`src/sv/jbf_div.sv`:
```
// ----------------------------------------------------------------------------
// jbf_div
// Restoring divider, one quotient bit per cycle, for an 8-bit quotient.
// ----------------------------------------------------------------------------
module jbf_div #(
   parameter int NUMW = 30,
   parameter int DENW = 22
) (
   input  logic            clock,
   input  logic            reset,
   input  logic            start,
   input  logic [NUMW-1:0] num,
   input  logic [DENW-1:0] den,
   output logic            done,
   output logic [7:0]      quo
);

   logic [NUMW-1:0] rem_ff, rem_in;
   logic [NUMW-1:0] dsh_ff, dsh_in;
   logic [2:0]      cnt_ff, cnt_in;
   logic            run_ff, run_in;
   logic            done_ff, done_in;
   logic [7:0]      quo_ff, quo_in;
   logic            ge;

   // one trial subtraction per cycle, divisor shifted right each step
   always_comb begin
      rem_in  = rem_ff;
      dsh_in  = dsh_ff;
      cnt_in  = cnt_ff;
      run_in  = run_ff;
      quo_in  = quo_ff;
      done_in = 1'b0;
      ge      = rem_ff >= dsh_ff;
      if (start) begin
         rem_in = num;
         dsh_in = NUMW'(den) << 7;
         cnt_in = 3'd7;
         run_in = 1'b1;
         quo_in = 8'd0;
      end else if (run_ff) begin
         if (ge) begin
            rem_in = rem_ff - dsh_ff;
         end
         quo_in = {quo_ff[6:0], ge};
         dsh_in = dsh_ff >> 1;
         cnt_in = cnt_ff - 3'd1;
         if (cnt_ff == 3'd0) begin
            run_in  = 1'b0;
            done_in = 1'b1;
         end
      end
   end

   // control state
   always_ff @(posedge clock) begin
      if (reset) begin
         run_ff  <= 1'b0;
         done_ff <= 1'b0;
      end else begin
         run_ff  <= run_in;
         done_ff <= done_in;
      end
   end

   // datapath
   always_ff @(posedge clock) begin
      rem_ff <= rem_in;
      dsh_ff <= dsh_in;
      cnt_ff <= cnt_in;
      quo_ff <= quo_in;
   end

   assign done = done_ff;
   assign quo  = quo_ff;

endmodule

```
`config.mk`:
```
export PLATFORM = sky130hd
export DESIGN_NAME = jbf_div
export DESIGN_NICKNAME = d
export VERILOG_FILES = /design/src/sv/jbf_div.sv
export SDC_FILE = /design/constraint.sdc
export NUM_CORES = 1
export LEC_CHECK = 0
export BUFFER_PORTS_ARGS = -buffer_cell sky130_fd_sc_hd__buf_2
export CORE_MARGIN = 10
export CORE_UTILIZATION = 50
export DETAILED_ROUTE_END_ITERATION = 8
export GPL_TIMING_DRIVEN = 0
export PLACE_DENSITY = 0.78
export SLEW_MARGIN = 20
export SYNTH_ARGS = -nofsm -noshare
export SYNTH_HDL_FRONTEND = slang
export SYNTH_SLANG_ARGS = --single-unit
```
`constraint.sdc`:
```
create_clock -name clock -period 3.3 [get_ports clock]
set_input_delay 0.165 -clock clock [delete_from_list [all_inputs] [get_ports clock]]
set_output_delay 0.165 -clock clock [all_outputs]
set_load 0.005 [all_outputs]
```
# Word level (Yosys, flattened, before mapping)
# Cells that the tools add are included.
[classes] add_sub_neg=2 n_lt_le_gt_ge=1 mux=9 bitwise=1 reduce_logical=5
[op_table] operator="2-to-1 mux 30 bit" count=3
[op_table] operator="2-to-1 mux 29 bit" count=2
[op_table] operator="greater-or-equal comparator 30 x 29 -> 1 bit" count=1
[op_table] operator="subtractor 30 x 29 -> 30 bit" count=1
[op_table] operator="2-to-1 mux 1 bit" count=4
[op_table] operator="nonzero test 2 bit" count=2
[op_table] operator="logical NOT 3 bit" count=1
[op_table] operator="OR reduction 3 bit" count=1
[op_table] operator="subtractor 3 x 1 -> 3 bit (second input constant)" count=1
[op_table] operator="AND reduction 2 bit" count=1
[op_table] operator="inverter 1 bit" count=1
[word_totals] ff_bits=72 inputBits=55 out_inout_bits=9 word_cells=25

# Longest topological paths before layout
# Gate-level depths: netlist of run 1.
[depth] word_depth=4 depth_mapped=10 ltp_nobuf=10

# Worst setup path before layout of run 1
# No wires, ideal clock.
[synth_path] kind="reg-to-reg" startpoint="register rem_ff[0]" endpoint="register rem_ff[0], enable pin" setup_ps=386 t_arrival_ps=2561 required_time_ps=2914 slack_ps=354 path_stages_with_launch=11 n_path_buf=0 period_less_slack_ps=2946 cell_sequence="edfxtp_1 > inv_1 > ha_1 > fa_1 > nor2b_1 > o2111ai_1 > a311oi_1 > nand2b_4 > a221oi_4 > o21ai_1 > a21o_1"
[synth_via] elab_chain_cells=3
[synth_rtl] element="from (decl)" line="18" source="logic [NUMW-1:0] rem_ff, rem_in;"
[synth_rtl] element="from (signal assigned)" line="68" source="rem_ff <= rem_in;"
[synth_rtl] element="greater-or-equal comparator 30 x 29 -> 1 bit" line="34" source="ge = rem_ff >= dsh_ff;"
[synth_rtl] element="nonzero test 2 bit (no line)"
[synth_rtl] element="AND reduction 2 bit (no line)"
# Every way passes these cells.
# A chain may end at the register's enable or synchronous reset.

# Worst setup path in the final report of run 1
[layout_path] startpoint="register rem_ff[0]" endpoint="register rem_ff[21], enable pin"
# Same word-level chain as after synthesis.

==> impl_metrics.tcl, run 1 <==
set metrics [dict create \
    outcome "completed" \
    drt-total-wl_microns 12000 \
    maxCapViolations 0 \
    end_kind "flop" \
    grt_pass1_wl_microns 20300 \
    synth_most_common_cell "nand2_1" \
    reg2reg_to "rem_ff[21]$_DFFE_PP_" \
    synth_ff_type "edfxtp_1" \
    diodes 0 \
    port_buffers 62 \
    fin_nets 689 \
    swShare 0.408 \
    ys_seq_elements 72 \
    min_to "dsh_ff[26]$_DFFE_PP_" \
    clk_latency_ps 370 \
    antenna_found_initial 0 \
    arrival_ps 3130 \
    cts.sinks 72 \
    cpPeakStageDelay_ps 420 \
    postRouteAntennaNets 0 \
    synth_area_leaders "edfxtp_1 (33%), dfxtp_1 (8.4%), ha_1 (8.1%)" \
    num_vias 4062 \
    post_drt_wl_per_cell_microns 16.3 \
    period_share 0.945 \
    synth_top_area_share 0.327 \
    place_congestion 0.929 \
    cts_root_buffer "clkbuf_8" \
    cts_buffer_depth 2 \
    grtUsageTotal 0.176 \
    syn-num-nets 615 \
    crit_path_start_kind "flop" \
    relSlewSlack 0.581 \
    combPwrFrac 0.483 \
    gr-total-overflow 0 \
    tightest_slew_ps 629 \
    worstPathRequired_ps 3310 \
    fin_tns_setup_ps 0 \
    via_per_inst 5.52 \
    placedCellCount 719 \
    fin_skew_ps 10.4 \
    rows 35 \
    syn_to_final_growth_pct 13.9 \
    powerDensity_mw_per_mm2 678 \
    max_clock_freq_ghz 0.321 \
    core-area_sq_mm 0.00928 \
    slew_viol_final 0 \
    yosysWarningCount 0 \
    hold_path.startpoint "den[19]" \
    synthTopCellsByCount "nand2_1 (82), edfxtp_1 (52), o21ai_0 (46)" \
    ys_seq_area_frac 0.411 \
    worstPathBufferInverterCount 1 \
    synth_cells 528 \
    setup_violations 0 \
    critPathTopFamily "compound AO/OA/AOI/OAI gates" \
    io-pin-count 64 \
    path_cells "inv_1 -> ha_1 -> fa_1 -> nor2b_1 -> o2111ai_1 -> a311oi_1 -> nand2b_4 -> a221oi_4 -> o21ai_1 -> a21o_4" \
    clockPowerShare 0.178 \
    drc 0 \
    numCtsBuffers 9 \
    syn_avg_cell_area_sq_um 9.03 \
    cts_tree "done" \
    net-switching-power_w 0.00150 \
    grt_pass1_vias 4213 \
    reg2regPathDepth 10 \
    initial_core_util 0.514 \
    grt_max_degree 31 \
    rsz0062_at_grt "no" \
    min_path_cells 3 \
    dr.pass1.iters 5 \
    worst_path_max_delay_cell "a21o_4" \
    ys_types 57 \
    finalHoldViolations 0 \
    seqPwrFrac 0.338 \
    die-area_sq_mm 0.0138 \
    reg2reg_from "rem_ff[0]$_DFFE_PP_" \
    cp_max_fo 30 \
    internal-power_w 0.00218 \
    peakVddDrop_mv 0.275 \
    die_y_microns 118 \
    cp.depth 10 \
    dp_hpwl_microns 9090 \
    path_clk_slew_ps 80 \
    hp-class "in2reg" \
    period_minus_slack_ps 3120 \
    synth-edff-count 52 \
    crit_type "reg2reg" \
    drive_above_1_share 0.171 \
    yosysTopAreaCell "edfxtp_1" \
    final_cells 736 \
    htreeDepth 3 \
    drt_iter0_markers 307 \
    die_w_microns 118 \
    p_leak_nw 2.30 \
    ff2ff_setup_slack_ps 180 \
    asyncSetResetFlopFracSynth 0 \
    syn_area_sq_mm 0.00477 \
]
worst min-delay path: stages:
cell and delay, ps:
buf_2 70, nand2_1 40, o21ai_0 50
metrics by stage:
stage	instance area (sq um)	power (W)	utilization	hold WS (ps)	setup WS, ps
after floorplan	4770	0.00262	-	237	354
after global routing	5430	0.00397	0.585	72.3	4.87
after CTS	5430	0.00367	0.585	58.3	204
final	5430	0.00368	0.585	73.7	181
after global placement	5240	0.00296	0.564	339	-243
after detailed placement	5240	0.00301	0.565	348	5.16
state kept, by name, summed over array words and instances (netlist names):
register / cells
cnt_ff: 3
done: 1
dsh_ff: 29
quo: 8
rem_ff: 30
run_ff: 1
cells by family (layout without fill, tap and decap cells):
kind of cell	after synthesis	after routing	share of synthesized area
and+or+nand+nor	162	162	0.157
xor gates and xnor gates	25	25	0.0459
adders and majority gates	32	32	0.0855
muxes	16	16	0.0338
buffers and inverters	74	153	0.0609
DFF	72	72	0.411
AOI/OAI and AO/OA	147	147	0.206
cell usage in the layout (no fill, tap or decap), types with 6 or more instances in the layout:
cell	synthesis	routed
nand2_1	82	82
buf_2	8	70
edfxtp_1	52	52
o21ai_0	46	46
inv_1	41	41
nor2_1	34	34
ha_1	31	31
a21oi_1	29	29
clkbuf_1	22	22
dfxtp_1	20	20
xnor2_1	15	15
mux2i_1	15	15
o21ai_1	12	12
a22o_1	10	10
nand4_1	10	10
a21o_1	11	10
xor2_1	10	10
clkbuf_8	0	9
o21bai_1	7	7
nand3_1	6	6
repair_timing:
item / in CTS / in global routing
hold buffers: 1 / 0
endpoints found under the setup margin: 30 / 0
hold endpoints to repair: 2 / 0
gates resized for setup: 1 / 0
setup buffers: 0 / 0
final cells by class:
| type | instances | area, sq um |
|---|---|---|
| multi-input combinational | 382 | 2520 |
| clock buffer | 9 | 124 |
| tap | 129 | 161 |
| timing repair buffer | 63 | 320 |
| inverter | 42 | 158 |
| buffer | 32 | 133 |
| clock inverter | 7 | 50.0 |
| fill | 875 | 3850 |
| sequential | 72 | 1960 |
how the worst max path moves through the flow:
stage                            to            startpoint
3_5_place_dp   rem_ff[17]$_DFFE_PP_   rem_ff[0]$_DFFE_PP_
2_1_floorplan   rem_ff[0]$_DFFE_PP_   rem_ff[0]$_DFFE_PP_
6_report       rem_ff[21]$_DFFE_PP_   rem_ff[0]$_DFFE_PP_
5_1_grt        rem_ff[20]$_DFFE_PP_   rem_ff[0]$_DFFE_PP_
4_1_cts        rem_ff[20]$_DFFE_PP_   rem_ff[0]$_DFFE_PP_
3_3_place_gp   rem_ff[13]$_DFFE_PP_  dsh_ff[12]$_DFFE_PP_
layer usage:
metal | routed length (microns) | vias to the layer above | share of wire | global-route usage
li1 | - | 2018 | - | -
met1 | 5520 | 1912 | 0.46 | 0.221
met2 | 5560 | 122 | 0.46 | 0.285
met3 | 831 | 10 | 0.069 | 0.0532
met4 | 108 | 0 | 0.0090 | 0.0479
met5 | 0 | - | 0 | 0
power by group through the flow:
stage	logic (W)	registers, W	clock network (W)
2_1_floorplan	0.00138	0.00124	0
3_3_place_gp	0.00170	0.00126	0
3_5_place_dp	0.00175	0.00127	0
4_1_cts	0.00176	0.00125	0.000668
5_1_grt	0.00199	0.00126	0.000713
6_report	0.00178	0.00125	0.000657
Power figures use the tool's default switching activity.
==> inputs of run 2 (changes only) <==
Settings changed: CORE_MARGIN 10 to 2.
==> impl_metrics.tcl, run 2 (same netlist as run 1, synthesis figures left out) <==
set metrics [dict create \
    outcome "completed" \
    dp_hpwl_microns 8450 \
    finalPower_w 0.00380 \
    post_drt_wl_per_cell_microns 15.5 \
    largest_register_ffs 30 \
    crit_path_start_kind "flop" \
    p_leak_nw 2.32 \
    die_w_microns 102 \
    combPwrFrac 0.468 \
    io-pin-count 64 \
    rsz0062_at_grt "no" \
    hp-class "in2reg" \
    path_clk_slew_ps 80 \
    drt_iter0_markers 249 \
    final_common_cell "nand2_1" \
    reg2reg_from "rem_ff[0]$_DFFE_PP_" \
    drc 0 \
    worstPathBufferInverterCount 1 \
    min_path_cells 3 \
    grtUsageTotal 0.228 \
    hold_path.startpoint "num[8]" \
    critPathTopFamily "compound AO/OA/AOI/OAI gates" \
    crit_type "reg2reg" \
    tightest_slew_ps 652 \
    rows 35 \
    finalHoldViolations 0 \
    period_minus_slack_ps 3030 \
    maxCapViolations 0 \
    num_vias 4089 \
    cts_root_buffer "clkbuf_8" \
    arrival_ps 3040 \
    via_per_inst 5.56 \
    drt-total-wl_microns 11400 \
    place_congestion 0.903 \
    worst_path_max_delay_cell "a21o_4" \
    mostFrequentLayoutCells "nand2_1 (82), buf_2 (70), edfxtp_1 (52)" \
    end_kind "flop" \
    regMostFlops "rem_ff" \
    seqPwrFrac 0.327 \
    post-route-util 0.593 \
    max_clock_freq_ghz 0.330 \
    startpoint "rem_ff[0]$_DFFE_PP_" \
    die_y_microns 102 \
    peakVddDrop_mv 0.380 \
    port_buffers 62 \
    reg2regPathDepth 10 \
    internal-power_w 0.00230 \
    path_cells "inv_1 -> ha_1 -> fa_1 -> nor2b_1 -> o2111ai_1 -> a311oi_1 -> nand2b_4 -> a221oi_4 -> o21ai_1 -> a21o_4" \
    cts_buffer_depth 2 \
    clockPowerShare 0.205 \
    initial_core_util 0.516 \
    clk_latency_ps 360 \
    core-area_sq_mm 0.00924 \
    htreeDepth 3 \
    setup_violations 0 \
    cpPeakStageDelay_ps 430 \
    die-area_sq_mm 0.0103 \
    drive_above_1_share 0.171 \
    diodes 0 \
    cts.sinks 72 \
    slew_viol_final 0 \
    postRouteAntennaNets 0 \
    net-switching-power_w 0.00149 \
    gr-total-overflow 0 \
    fin_skew_ps 9.44 \
    grt_pass1_wl_microns 18300 \
    relSlewSlack 0.562 \
    syn_to_final_growth_pct 14.9 \
    swShare 0.393 \
    numCtsBuffers 9 \
    cp_max_fo 30 \
    powerDensity_mw_per_mm2 693 \
    dr.pass1.iters 5 \
    grt_pass1_vias 3864 \
    period_share 0.918 \
    fin_nets 689 \
    cts_tree "done" \
    antenna_found_initial 0 \
    worstPathRequired_ps 3310 \
    grt_max_degree 31 \
    cp.depth 10 \
]
run 2: area by class of cell:
cell class	count	area (sq um)
inverters	42	158
clock buffers	10	149
plain buffers	32	133
flip-flops and latches	72	1960
repair buffers	63	320
clock inverters	6	71.3
well taps	129	161
fillers	817	3760
multi-input cells	382	2520
run 2: through the flow:
step	std cells	hold WS, ps	TNS, ps	setup slack, ps	area (sq um)
after floorplan	528	237	0	354	4770
after global placement	719	339	-7360	-246	5240
after detailed placement	719	356	0	45.7	5240
after CTS	736	65.3	0	28.6	5470
after global routing	736	82.5	0	37.5	5480
final	736	86.4	0	272	5480
run 2: power groups by stage:
| stage | clock network, W | registers [W] | logic [W] |
|---|---|---|---|
| floorplan | 0 | 0.00124 | 0.00138 |
| global placement | 0 | 0.00126 | 0.00170 |
| detailed placement | 0 | 0.00127 | 0.00174 |
| CTS | 0.000793 | 0.00124 | 0.00175 |
| global route | 0.000823 | 0.00126 | 0.00197 |
| finish | 0.000779 | 0.00124 | 0.00178 |
run 2: repair_timing:
item | 4_1_cts | 5_1_grt
hold endpoints to repair | 2 | 0
buffers inserted | 0 | 0
endpoints found under the setup margin | 0 | 30
gates resized for setup | 0 | 1
hold buffers | 1 | 0
run 2: tightest hold or removal path, stage by stage:
cell     delay, ps
buf_2           70
nand2_1         40
o21ai_0         60
run 2: final timing paths:
path | end | slack (ps)
worst max-delay path | rem_ff[23]$_DFFE_PP_ | 270
worst min-delay path | rem_ff[8]$_DFFE_PP_ | 90
worst max register to register | rem_ff[23]$_DFFE_PP_ | 270
worst min register to register | cnt_ff[1]$_SDFFE_PP1P_ | 490
run 2: per-layer routing:
layer	track usage	vias to the layer above	part of all wire
met4	0.0738	0	0.011
met5	0	-	0
met2	0.367	109	0.48
li1	-	2024	-
met3	0.0476	14	0.051
met1	0.308	1942	0.46
