==> src/sv/jbf_pkg.sv <==
// ----------------------------------------------------------------------------
// jbf_pkg
// Shared types and constants of the three-weight joint bilateral filter.
// ----------------------------------------------------------------------------
package jbf_pkg;

   // control sequencer states
   typedef enum logic [2:0] {
      ST_FILL,
      ST_IDLE,
      ST_CENTRE,
      ST_WINDOW,
      ST_FLUSH,
      ST_DIVIDE,
      ST_RESULT
   } state_type;

   // register indexes on the csr port
   localparam logic [2:0] REG_IMAGE_WIDTH   = 3'd0;
   localparam logic [2:0] REG_IMAGE_HEIGHT  = 3'd1;
   localparam logic [2:0] REG_KERNEL_RADIUS = 3'd2;
   localparam logic [2:0] REG_GUIDE_COEF    = 3'd3;
   localparam logic [2:0] REG_COMPARE_COEF  = 3'd4;
   localparam logic [2:0] REG_SPATIAL_COEF  = 3'd5;

   // transaction opcodes
   localparam logic OPC_PIXEL = 1'b0;
   localparam logic OPC_DRAIN = 1'b1;

   // register reset values
   localparam logic [10:0] RST_IMAGE_WIDTH   = 11'd1024;
   localparam logic [15:0] RST_IMAGE_HEIGHT  = 16'd1024;
   localparam logic [1:0]  RST_KERNEL_RADIUS = 2'd1;
   localparam logic [31:0] RST_GUIDE_COEF    = 32'd42949673;
   localparam logic [31:0] RST_COMPARE_COEF  = 32'd42949673;
   localparam logic [31:0] RST_SPATIAL_COEF  = 32'd429496730;

   // exp(-1/64) in Q0.32, step of the exp table recurrence
   localparam logic [31:0] EXP_STEP_Q32 = 32'd4228380000;

   // configuration as seen by the datapath
   typedef struct packed {
      logic [10:0] image_width;
      logic [15:0] image_height;
      logic [1:0]  kernel_radius;
      logic [31:0] guide_range_coef;
      logic [31:0] compare_range_coef;
      logic [31:0] spatial_coef;
      logic        geom_write;
   } cfg_type;

endpackage

==> src/sv/jbf_csr.sv <==
// ----------------------------------------------------------------------------
// jbf_csr
// Configuration registers behind an APB-style port.
// ----------------------------------------------------------------------------
module jbf_csr (
   input  logic                clock,
   input  logic                reset,
   input  logic                csr_psel,
   input  logic                csr_penable,
   input  logic                csr_pwrite,
   input  logic [4:0]          csr_paddr,
   input  logic [31:0]         csr_pwdata,
   output logic [31:0]         csr_prdata,
   output logic                csr_pready,
   output jbf_pkg::cfg_type    cfg
);

   logic [10:0] width_ff;
   logic [15:0] height_ff;
   logic [1:0]  radius_ff;
   logic [31:0] gcoef_ff, ccoef_ff, scoef_ff;
   logic        wr;
   logic [2:0]  idx;

   assign idx        = csr_paddr[4:2];
   assign wr         = csr_psel && csr_penable && csr_pwrite;
   assign csr_pready = 1'b1;

   // register writes
   always_ff @(posedge clock) begin
      if (reset) begin
         width_ff  <= jbf_pkg::RST_IMAGE_WIDTH;
         height_ff <= jbf_pkg::RST_IMAGE_HEIGHT;
         radius_ff <= jbf_pkg::RST_KERNEL_RADIUS;
         gcoef_ff  <= jbf_pkg::RST_GUIDE_COEF;
         ccoef_ff  <= jbf_pkg::RST_COMPARE_COEF;
         scoef_ff  <= jbf_pkg::RST_SPATIAL_COEF;
      end else if (wr) begin
         unique case (idx)
            jbf_pkg::REG_IMAGE_WIDTH:   width_ff  <= csr_pwdata[10:0];
            jbf_pkg::REG_IMAGE_HEIGHT:  height_ff <= csr_pwdata[15:0];
            jbf_pkg::REG_KERNEL_RADIUS: radius_ff <= csr_pwdata[1:0];
            jbf_pkg::REG_GUIDE_COEF:    gcoef_ff  <= csr_pwdata;
            jbf_pkg::REG_COMPARE_COEF:  ccoef_ff  <= csr_pwdata;
            jbf_pkg::REG_SPATIAL_COEF:  scoef_ff  <= csr_pwdata;
            default: ;
         endcase
      end
   end

   // read back
   always_comb begin
      unique case (idx)
         jbf_pkg::REG_IMAGE_WIDTH:   csr_prdata = {21'd0, width_ff};
         jbf_pkg::REG_IMAGE_HEIGHT:  csr_prdata = {16'd0, height_ff};
         jbf_pkg::REG_KERNEL_RADIUS: csr_prdata = {30'd0, radius_ff};
         jbf_pkg::REG_GUIDE_COEF:    csr_prdata = gcoef_ff;
         jbf_pkg::REG_COMPARE_COEF:  csr_prdata = ccoef_ff;
         jbf_pkg::REG_SPATIAL_COEF:  csr_prdata = scoef_ff;
         default:                    csr_prdata = 32'd0;
      endcase
   end

   // geometry writes restart the frame
   always_comb begin
      cfg.image_width        = width_ff;
      cfg.image_height       = height_ff;
      cfg.kernel_radius      = radius_ff;
      cfg.guide_range_coef   = gcoef_ff;
      cfg.compare_range_coef = ccoef_ff;
      cfg.spatial_coef       = scoef_ff;
      cfg.geom_write         = wr && (idx == jbf_pkg::REG_IMAGE_WIDTH ||
                                      idx == jbf_pkg::REG_IMAGE_HEIGHT ||
                                      idx == jbf_pkg::REG_KERNEL_RADIUS);
   end

endmodule

==> config.mk <==
export PLATFORM = sky130hd
export DESIGN_NAME = jbf_csr
export DESIGN_NICKNAME = d
export VERILOG_FILES = /design/src/sv/jbf_pkg.sv /design/src/sv/jbf_csr.sv
export SDC_FILE = /design/constraint.sdc
export NUM_CORES = 1
export LEC_CHECK = 0
export BUFFER_PORTS_ARGS = -buffer_cell sky130_fd_sc_hd__buf_2
export CAP_MARGIN = 20
export CORE_MARGIN = 10
export CORE_UTILIZATION = 30
export CTS_CLUSTER_DIAMETER = 80
export DETAILED_ROUTE_END_ITERATION = 8
export PLACE_DENSITY_LB_ADDON = 0.2
export RECOVER_POWER = 100
export SLEW_MARGIN = 10
export SYNTH_ARGS = -nofsm -noshare
export SYNTH_HDL_FRONTEND = slang
export SYNTH_SLANG_ARGS = --single-unit
==> constraint.sdc <==
create_clock -name clock -period 2.25 [get_ports clock]
set_input_delay 0.45 -clock clock [delete_from_list [all_inputs] [get_ports clock]]
set_output_delay 0.45 -clock clock [all_outputs]
set_load 0.01 [all_outputs]
Word level (Yosys, flattened, before mapping)
Index checks and enable logic that the tools add are counted.

Eq/ne operators: 5. Muxes and demuxes: 1. Reductions and logical operators: 12.

Operators with widths (number): 32-bit case mux with 6 select lines (1); 2-bit AND reduction (6); 3-bit by 2-bit equality test with 1-bit output (second input constant) (2); 3-bit equality test (second input constant) (2); 3-bit by 1-bit equality test with 1-bit output (second input constant) (1); 1-bit logical AND (3); 3-bit logical NOT (1); 1-bit logical OR (2).

Flip-flop bits (word level): 125. Input bits: 42. Output and inout port bits: 159. Logic and storage cells: 24.

Logic depth before layout (Yosys ltp)
Gate-level depths: netlist of run 1.

Depth after elaboration: 4. Depth in mapped cells: 7. Depth with buffers taken out: 3.

Least setup slack after synthesis of run 1
No wires, ideal clock.

Path kind: input to output. Start point: in csr_paddr[2]. End point: out csr_prdata[2]. Arrival time: 1560 ps. Data required time: 1800 ps. Slack: 240 ps. Stages: 5. Path buffers: 3. Cells stage by stage: buf_2 -> buf_2 -> buf_2 -> nand2_1 -> o22ai_1.

Longest elaborated chain between the ends: 2. Elaborated cells on any way between the ends: 7. Those cells by class: eq/ne: 5; mux: 1; reduce/logical: 1.

RTL lines: start, declared (RTL line jbf_csr.sv:11) `input logic [4:0] csr_paddr,`; 3-bit equality test (tied with other cells) (RTL line jbf_csr.sv:53) `unique case (idx)`; 32-bit case mux with 6 select lines * (RTL line jbf_csr.sv:53); end, declared (RTL line jbf_csr.sv:13) `output logic [31:0] csr_prdata,`.

Every way passes the cells marked *; elsewhere a longest branch is shown, timed or not.

Worst setup path in the final report of run 1
Start point: in csr_paddr[3]. End point: out csr_prdata[0].

Same word-level chain as after synthesis.

==> flow_metrics.tcl, run 1 <==
set metrics [dict create \
    status "completed" \
    grt_pass1_wl_mm 31.97 \
    cts_made_buffers 17 \
    holdBufCountCts 0 \
    dieArea_um2 25870 \
    antenna_found_initial 0 \
    routed_wl_mm 20.30 \
    io_buffers 197 \
    arrival_ns 1.70 \
    rows 51 \
    cts_num_sinks 125 \
    root_buffer "clkbuf_16" \
    ys_types 30 \
    hp-class "in2reg" \
    reg2reg_to "scoef_ff[18]" \
    insertion_delay_ns 0.41 \
    max_slew_margin_pct 37.23 \
    clk_path_buf_depth 2 \
    grt_pass1_vias 5505 \
    yosysSeqAreaShare_pct 42.04 \
    crit_fanout 16 \
    syn_area_um2 5952 \
    cap_viol_max_count 0 \
    period_needed_ns 2.151 \
    tightest_slew_ns 0.9416 \
    dpl.hpwl_mm 14.57 \
    grt_max_degree 76 \
    chipHeight_um 160.9 \
    crit_path_end "csr_prdata[0]" \
    post-route-util_pct 39.81 \
    async_flop_share_pct 0 \
    clock_skew_ns 0 \
    core_um2 19460 \
    r2r_slack_ns 1.46 \
    final_cell_mix "clkbuf_1 (161), dfxtp_1 (125), mux2i_1 (120)" \
    post-route-period-util_pct 95.60 \
    fin_tns_setup_ns 0 \
    p_leak_nw 3.211 \
    fmax_mhz 464.9 \
    dr_total_vias 5278 \
    diodes 0 \
    routed_via_density 4.746 \
    power_density_nw_per_um2 722.6 \
    ys_ff_latch 125 \
    final_layout_size_suffix_gt1_share_pct 14.64 \
    io_pins 201 \
    r2r-start "scoef_ff[18]" \
    fin_nets 876 \
    clk_pin_slew_ns 0.05 \
    ant_nets 0 \
    grt_usage_pct 15.49 \
    synth_edf_count 0 \
    hold_viol 0 \
    end_kind "primary output" \
    crit_type "in2out" \
    critPathLaunch "csr_paddr[3]" \
    critPathRequiredTime_ns 1.80 \
    reg2reg_depth 3 \
    drt_iter0_drc 249 \
    htreeDepth 4 \
    drc_errors 0 \
    dr.pass1.iters 4 \
    post_cts_buffers 0 \
    syn_avg_cell_area_um2 9.329 \
    gp_congestion 0.7406 \
    wl_per_cell_um 18.26 \
    setup_viol 0 \
    nFillCells 2090 \
    peakVddDrop_v 0.0005055 \
    die_w_um 160.9 \
    ys.flop_type "dfxtp_1" \
    initial_core_util_pct 30.58 \
    synthesis.nets 680 \
    mostFrequentLayoutCell "clkbuf_1" \
    grt-ovfl-total 0 \
    cp-start-kind "input pin" \
    maxSlewViolCount 0 \
    power_mw 5.598 \
    synth_warnings 0 \
    cts_tree "yes" \
    syn-instance-count 638 \
    rsz0062_at_grt "no" \
    area_delta_synth_final_pct 30.17 \
]
[cell usage after synthesis, types with 2 or more instances]
cell type | instances | area share [%]
a21oi_1 | 6 | 0.50
nor3_1 | 3 | 0.25
or3_1 | 2 | 0.21
buf_6 | 5 | 0.95
nor2b_1 | 37 | 3.9
a22oi_1 | 7 | 0.88
clkbuf_1 | 33 | 2.1
and2_1 | 2 | 0.21
o2bb2ai_1 | 16 | 2.4
mux2_2 | 16 | 3.0
buf_4 | 2 | 0.25
nand4_1 | 2 | 0.21
o22ai_1 | 9 | 0.95
nand2_1 | 3 | 0.19
nor2_1 | 71 | 4.5
a221oi_1 | 6 | 0.88
nand2b_1 | 75 | 7.9
mux2i_1 | 120 | 20
o21ai_0 | 72 | 6.1
buf_2 | 16 | 1.3
or2_2 | 2 | 0.21
dfxtp_1 | 125 | 42
[how the worst min path moves through the flow]
| stage | cells past startpoint | slack [ns] | from | end |
|---|---|---|---|---|
| floorplan | 2 | 0.50 | radius_ff[1] | radius_ff[1] |
| global placement | 2 | 0.48 | ccoef_ff[6] | ccoef_ff[6] |
| detailed placement | 2 | 0.48 | ccoef_ff[26] | ccoef_ff[26] |
| CTS | 3 | 0.29 | csr_pwdata[17] | scoef_ff[17] |
| global route | 3 | 0.31 | csr_pwdata[16] | ccoef_ff[16] |
| finish | 3 | 0.31 | csr_pwdata[11] | height_ff[11] |
[cell type report]
cell class	instances	area [um^2]	area share, %
Inverter	2	7.507	0.09690
Clock buffer	21	460.4	5.943
Sequential cell	125	2502	32.30
Timing Repair Buffer	233	1117	14.42
Tap cell	265	331.6	4.280
Clock inverter	11	165.2	2.132
Multi-Input combinational cell	455	3163	40.83
[state kept, by name (all words and copies together) (netlist names)]
| name | flops |
|---|---|
| height_ff | 16 |
| gcoef_ff | 32 |
| scoef_ff | 32 |
| width_ff | 11 |
| radius_ff | 2 |
| ccoef_ff | 32 |
[logic make-up after synthesis]
group | after synthesis | share of synthesized area, %
buffers and inverters | 58 | 4.751
flip-flops | 125 | 42.04
other | 1 | 0.06300
AO/OA/AOI/OAI | 117 | 11.77
multiplexers | 136 | 23.21
AND/OR/NAND/NOR | 201 | 18.16
[critical path, stage by stage]
cell      delay (ns)
clkbuf_4        0.27
clkbuf_4        0.20
mux2_2          0.33
a221oi_1        0.24
a21oi_1         0.07
buf_2           0.15
[metrics by stage]
step / instances / area, um^2 / hold slack [ns] / setup WS (ns)
global route: 1112 / 7747 / 0.3078 / 0.01732
global placement: 1080 / 7413 / 0.4761 / 0.04494
CTS: 1112 / 8039 / 0.2930 / 0.01646
floorplan: 638 / 5952 / 0.5012 / 0.2399
finish: 1112 / 7747 / 0.3091 / 0.09889
detailed placement: 1080 / 7413 / 0.4809 / 0.01899
[per-layer routing]
metal / vias to the layer above / global-route usage, % / routed length [um]
met3: 21 / 4.831 / 1117
met4: 0 / 5.087 / 334
met2: 139 / 25.47 / 9485
met1: 2513 / 18.79 / 9367
met5: - / 0 / 0
li1: 2605 / - / -
[report_power, final]
group	internal (mW)	switching, mW
sequential	2.23	0.0139
clock	1.91	1.00
combinational	0.178	0.265
[what timing repair did]
action,4_1_cts,5_1_grt
resized for setup,0,1
endpoints found under the hold margin,0,0
setup endpoints to repair,0,2
(Power assumes the default switching activity.)
==> run 2, diff against run 1 <==
--- a/config.mk
+++ b/config.mk
@@ -7,11 +7,9 @@
 export LEC_CHECK = 0
 export BUFFER_PORTS_ARGS = -buffer_cell sky130_fd_sc_hd__buf_2
 export CAP_MARGIN = 20
-export CORE_MARGIN = 10
 export CORE_UTILIZATION = 30
 export CTS_CLUSTER_DIAMETER = 80
 export DETAILED_ROUTE_END_ITERATION = 8
-export PLACE_DENSITY_LB_ADDON = 0.2
 export RECOVER_POWER = 100
 export SLEW_MARGIN = 10
 export SYNTH_ARGS = -nofsm -noshare
==> run 2 against run 1 <==
Against the previous run: sequential power barely moved; via count shrank 0.76%; routed wire length shrank 9.2%; critical path depth unchanged; count of clock-buffer cells in the layout rose by 1; critical endpoint is now csr_prdata[3]; largest cell class unchanged; non-clock buffer count decreased by 8; die area fell by 21%; core utilization decreased by 0.84 points.
==> flow_metrics.tcl, run 2 (same netlist as run 1, synthesis figures left out) <==
set metrics [dict create \
    crit_cells 6 \
    grt_pass1_wl_mm 27.87 \
    r2r_slack_ns 1.45 \
    critPathRequiredTime_ns 1.80 \
    critPathLaunch "csr_paddr[4]" \
    gp_congestion 0.7635 \
    rows 51 \
    crit_fanout 16 \
    met3_usage_pct 4.930 \
    cap_viol_max_count 0 \
    critPathTopFamily "buffers and inverters" \
    clk_path_buf_depth 2 \
    maxSlewViolCount 0 \
    cts_made_buffers 17 \
    hp-class "in2reg" \
    final_cell_mix "clkbuf_1 (143), dfxtp_1 (125), mux2i_1 (120)" \
    die_w_um 142.9 \
    routed_wl_mm 18.43 \
    dpl.hpwl_mm 12.80 \
    top_usage_layer "met2" \
    ant_nets 0 \
    cpMostUsedCell "buf_2" \
    nFillCells 2085 \
    root_buffer "clkbuf_16" \
    end_kind "primary output" \
    dp_cells 1072 \
    grt_pass1_vias 4896 \
    status "completed" \
    htreeDepth 4 \
    max_slew_margin_pct 43.52 \
    arrival_ns 1.73 \
    final_layout_size_suffix_gt1_share_pct 15.75 \
    cp_num_buf_inv 4 \
    reg2reg_depth 3 \
    cts_num_sinks 125 \
    p_leak_nw 3.180 \
    holdBufCountCts 0 \
    grt-ovfl-total 0 \
    clock_skew_ns 0 \
    setup_viol 0 \
    grt_max_degree 72 \
    routed_via_density 4.740 \
    use_met1_pct 23.64 \
    cts_tree "yes" \
    final_cells 1105 \
    io_pins 201 \
    area_delta_synth_final_pct 27.43 \
    antenna_found_initial 3 \
    period_needed_ns 2.180 \
    grt_usage_pct 18.39 \
    cpPeakStageDelay_ns 0.31 \
    rsz0062_at_grt "no" \
    cp_cell_sequence "buf_2 > clkinv_1 > nand2_1 > buf_4 > o22ai_1 > buf_2" \
    post-route-period-util_pct 96.88 \
    cp-start-kind "input pin" \
    mostFrequentLayoutCell "clkbuf_1" \
    clk_pin_slew_ns 0.06 \
    reg2reg_to "scoef_ff[2]" \
    r2r-start "scoef_ff[2]" \
    drc_errors 0 \
    insertion_delay_ns 0.41 \
    crit_type "in2out" \
    fin_nets 868 \
    crit_path_end "csr_prdata[3]" \
    drt_iter0_drc 223 \
    hold_viol 0 \
    core_um2 19460 \
    fin_tns_setup_ns 0 \
    fmax_mhz 458.8 \
    reg.largest.list "ccoef_ff x32, gcoef_ff x32, scoef_ff x32" \
    peakVddDrop_v 0.0005030 \
    io_buffers 197 \
    dr.pass1.iters 4 \
    initial_core_util_pct 30.58 \
    chipHeight_um 142.9 \
    slowest_stage "buf_2" \
    power_density_nw_per_um2 684.1 \
    wl_per_cell_um 16.68 \
    dieArea_um2 20410 \
    tightest_slew_ns 0.8472 \
    grtUsageMet2_pct 29.26 \
    dr_total_vias 5238 \
]
run 2: cell count changes in the layout (fill, tap and decap cells not counted), sizes merged:
cell	before	now
bufinv	4	1
clkbuf	189	182
clkinvlp	1	0
diode	0	2
clkinv	7	9
run 2: worst register-to-register path, stage by stage, from the launching register on:
cell     delay (ns)
dfxtp_1        0.33
nor2b_1        0.13
o21ai_0        0.08
o21ai_0        0.12
run 2: through the flow:
| step | total power, mW | hold WS [ns] | area, um^2 | utilization (%) | setup WS, ns |
|---|---|---|---|---|---|
| final | 5.189 | 0.2976 | 7585 | 38.97 | 0.07025 |
| after global routing | 5.403 | 0.2977 | 7585 | 38.97 | 0.005002 |
| after CTS | 5.270 | 0.2746 | 7838 | 40.27 | 0.07186 |
| after detailed placement | 2.732 | 0.4794 | 7303 | 37.52 | 0.07114 |
| after global placement | 2.733 | 0.4748 | 7303 | 37.52 | 0.05903 |
| after floorplan | 2.552 | 0.5012 | 5952 | - | 0.2399 |
run 2: worst min path at each step:
| stage | start | endpoint | slack, ns | depth (start not counted) |
|---|---|---|---|---|
| after floorplan | radius_ff[1] | radius_ff[1] | 0.50 | 2 |
| after global placement | height_ff[2] | height_ff[2] | 0.47 | 2 |
| after detailed placement | height_ff[2] | height_ff[2] | 0.48 | 2 |
| after CTS | csr_pwdata[10] | scoef_ff[10] | 0.27 | 3 |
| after global routing | csr_pwdata[18] | scoef_ff[18] | 0.30 | 3 |
| final | csr_pwdata[10] | scoef_ff[10] | 0.30 | 3 |
run 2: where the power goes:
part	total, mW	switching (mW)	internal [mW]
clock network	2.52	0.963	1.55
logic	0.428	0.257	0.171
registers	2.25	0.0136	2.23
run 2: metal layers:
metal  share of wire, %  vias up  wire (um)
met5              0.071        -         13
met4                1.1        2        199
met3                5.1       14        945
met2                 47      141       8625
met1                 47     2489       8645
li1                   -     2592          -
run 2: timing repair:
item	4_1_cts	5_1_grt
hold endpoints to repair	0	0
endpoints found under the setup margin	0	1
gates resized for setup	0	1
buffers inserted	0	0
run 2: cell type report:
cell class | count | area (um^2) | area share [%]
well taps | 265 | 331.6 | 4.371
clock inverters | 9 | 70.07 | 0.9238
inverters | 2 | 7.507 | 0.09898
diodes | 2 | 5.005 | 0.06598
flip-flops and latches | 125 | 2502 | 32.99
repair buffers | 225 | 1039 | 13.69
clock buffers | 22 | 464.2 | 6.120
multi-input cells | 455 | 3166 | 41.74
==> run 3, diff against run 2 <==
--- a/config.mk
+++ b/config.mk
@@ -8,6 +8,7 @@
 export BUFFER_PORTS_ARGS = -buffer_cell sky130_fd_sc_hd__buf_2
 export CAP_MARGIN = 20
 export CORE_UTILIZATION = 30
+export CTS_BUF_LIST = sky130_fd_sc_hd__clkbuf_4
 export CTS_CLUSTER_DIAMETER = 80
 export DETAILED_ROUTE_END_ITERATION = 8
 export RECOVER_POWER = 100
==> run 3 against run 2 <==
Against the previous run: core utilization down 1.5 points; count of clock-buffer cells in the layout down 2; die area unchanged; clock power down 45%; worst setup slack worse by 0.020 ns; routed wire length down 0.27%; critical endpoint is now csr_prdata[5]; highest routed layer unchanged.
==> flow_metrics.tcl, run 3 (same netlist as run 1, synthesis figures left out) <==
set metrics [dict create \
    post-route-period-util_pct 97.76 \
    dieArea_um2 20410 \
    critPathLaunch "csr_paddr[2]" \
    cp_num_buf_inv 2 \
    cap_viol_max_count 0 \
    period_needed_ns 2.200 \
    switching_share_pct 27.01 \
    reg2reg_to "scoef_ff[2]" \
    critPathRequiredTime_ns 1.80 \
    end_kind "primary output" \
    fin_tns_setup_ns 0 \
    drc_errors 0 \
    routed_wl_mm 18.38 \
    insertion_delay_ns 0.53 \
    r2r-start "scoef_ff[2]" \
    grt_usage_pct 18.34 \
    gp_congestion 0.7635 \
    p_sw_mw 1.093 \
    max_slew_margin_pct 25.79 \
    clock_skew_ns 0 \
    final_cells 1106 \
    cts_num_sinks 125 \
    power_mw 4.048 \
    hold_viol 0 \
    io_buffers 197 \
    p_leak_nw 3.057 \
    holdBufCountCts 0 \
    grt_pass1_wl_mm 27.83 \
    hp-start "csr_pwdata[10]" \
    final_cell_mix "clkbuf_1 (139), dfxtp_1 (125), mux2i_1 (120)" \
    hold_ws_ns 0.1651 \
    p_comb_share_pct 10.6 \
    power_density_nw_per_um2 555.8 \
    dpl.hpwl_mm 12.80 \
    arrival_ns 1.75 \
    core_um2 19460 \
    final_layout_size_suffix_gt1_share_pct 16.23 \
    cts_tree "yes" \
    worst_hold_path.endpoint "scoef_ff[10]" \
    drt_iter0_drc 242 \
    r2r_slack_ns 1.45 \
    area_delta_synth_final_pct 22.37 \
    crit_type "in2out" \
    ant_nets 0 \
    grt_pass1_vias 4860 \
    design_area_um2 7283 \
    routed_via_density 4.735 \
    status "completed" \
    slowest_stage "nor2_1" \
    clk_path_buf_depth 2 \
    setup_ws_ns 0.05029 \
    mostFrequentLayoutCell "clkbuf_1" \
    internal_power_mw 2.955 \
    cts_made_buffers 17 \
    reg.largest.list "ccoef_ff x32, gcoef_ff x32, scoef_ff x32" \
    critPathTopFamily "simple AND/OR/NAND/NOR gates" \
    peakVddDrop_v 0.0002415 \
    grt_max_degree 72 \
    initial_core_util_pct 30.58 \
    reg2reg_depth 3 \
    chipHeight_um 142.9 \
    rows 51 \
    cp_cell_sequence "buf_2 > nor2_1 > a22oi_1 > o221ai_1 > clkbuf_2" \
    cp-start-kind "input pin" \
    antenna_found_initial 4 \
    fin_nets 868 \
    die_w_um 142.9 \
    wl_per_cell_um 16.62 \
    cpPeakStageDelay_ns 0.49 \
    whs_path_depth 3 \
    dr_total_vias 5237 \
    setup_viol 0 \
    dr.pass1.iters 4 \
    multiInputGateArea_um2 3167 \
    maxSlewViolCount 0 \
    p_seq_share_pct 55.4 \
    hp-class "in2reg" \
    io_pins 201 \
    nFillCells 2119 \
    dp_cells 1072 \
    place_ws_ns 0.07114 \
    post-route-util_pct 37.42 \
    clk_pin_slew_ns 0.11 \
    grt-ovfl-total 0 \
    htreeDepth 4 \
    root_buffer "clkbuf_4" \
    seqCellArea_um2 2502 \
    power.share.clock_pct 34.0 \
    crit_fanout 16 \
    tightest_slew_ns 1.113 \
    dpl_cell_area_um2 7303 \
    fmax_mhz 454.6 \
]
run 3: layout make-up:
class / count / area share (%)
clock buffer: 20 / 2.062
tap: 265 / 4.552
inverter: 2 / 0.1031
timing repair buffer: 225 / 14.28
multi-input combinational: 455 / 43.48
clock inverter: 11 / 1.065
sequential: 125 / 34.36
antenna: 3 / 0.1031
run 3: worst max path at each step:
| stage | to | cells past startpoint | slack (ns) |
|---|---|---|---|
| after floorplan | csr_prdata[2] | 5 | 0.24 |
| after global placement | height_ff[15] | 5 | 0.06 |
| final | csr_prdata[5] | 5 | 0.05 |
| after CTS | csr_prdata[10] | 6 | 0.07 |
| after detailed placement | height_ff[15] | 5 | 0.07 |
| after global routing | csr_prdata[5] | 5 | -0.002 |
run 3: repair_timing:
item | CTS | global route
gates resized for setup | 0 | 2
buffers inserted | 0 | 0
endpoints found under the setup margin | 0 | 2
run 3: power groups by stage:
stage / clock network (mW) / logic [mW] / registers, mW
after CTS: 1.44 / 0.442 / 2.24
final: 1.38 / 0.428 / 2.24
after global routing: 1.55 / 0.468 / 2.24
after floorplan: 0 / 0.255 / 2.30
after detailed placement: 0 / 0.441 / 2.29
after global placement: 0 / 0.442 / 2.29
run 3: metal layers:
metal / vias up / global-route usage (%) / routed length [um]
li1: 2588 / - / -
met3: 13 / 5.131 / 1047
met1: 2483 / 23.50 / 8470
met4: 2 / 6.678 / 170
met2: 151 / 29.26 / 8676
met5: - / 0 / 16
run 3: worst reg2reg max path, stage by stage (launching register included):
cell     delay, ns
dfxtp_1       0.35
nor2b_1       0.13
o21ai_0       0.07
o21ai_0       0.11
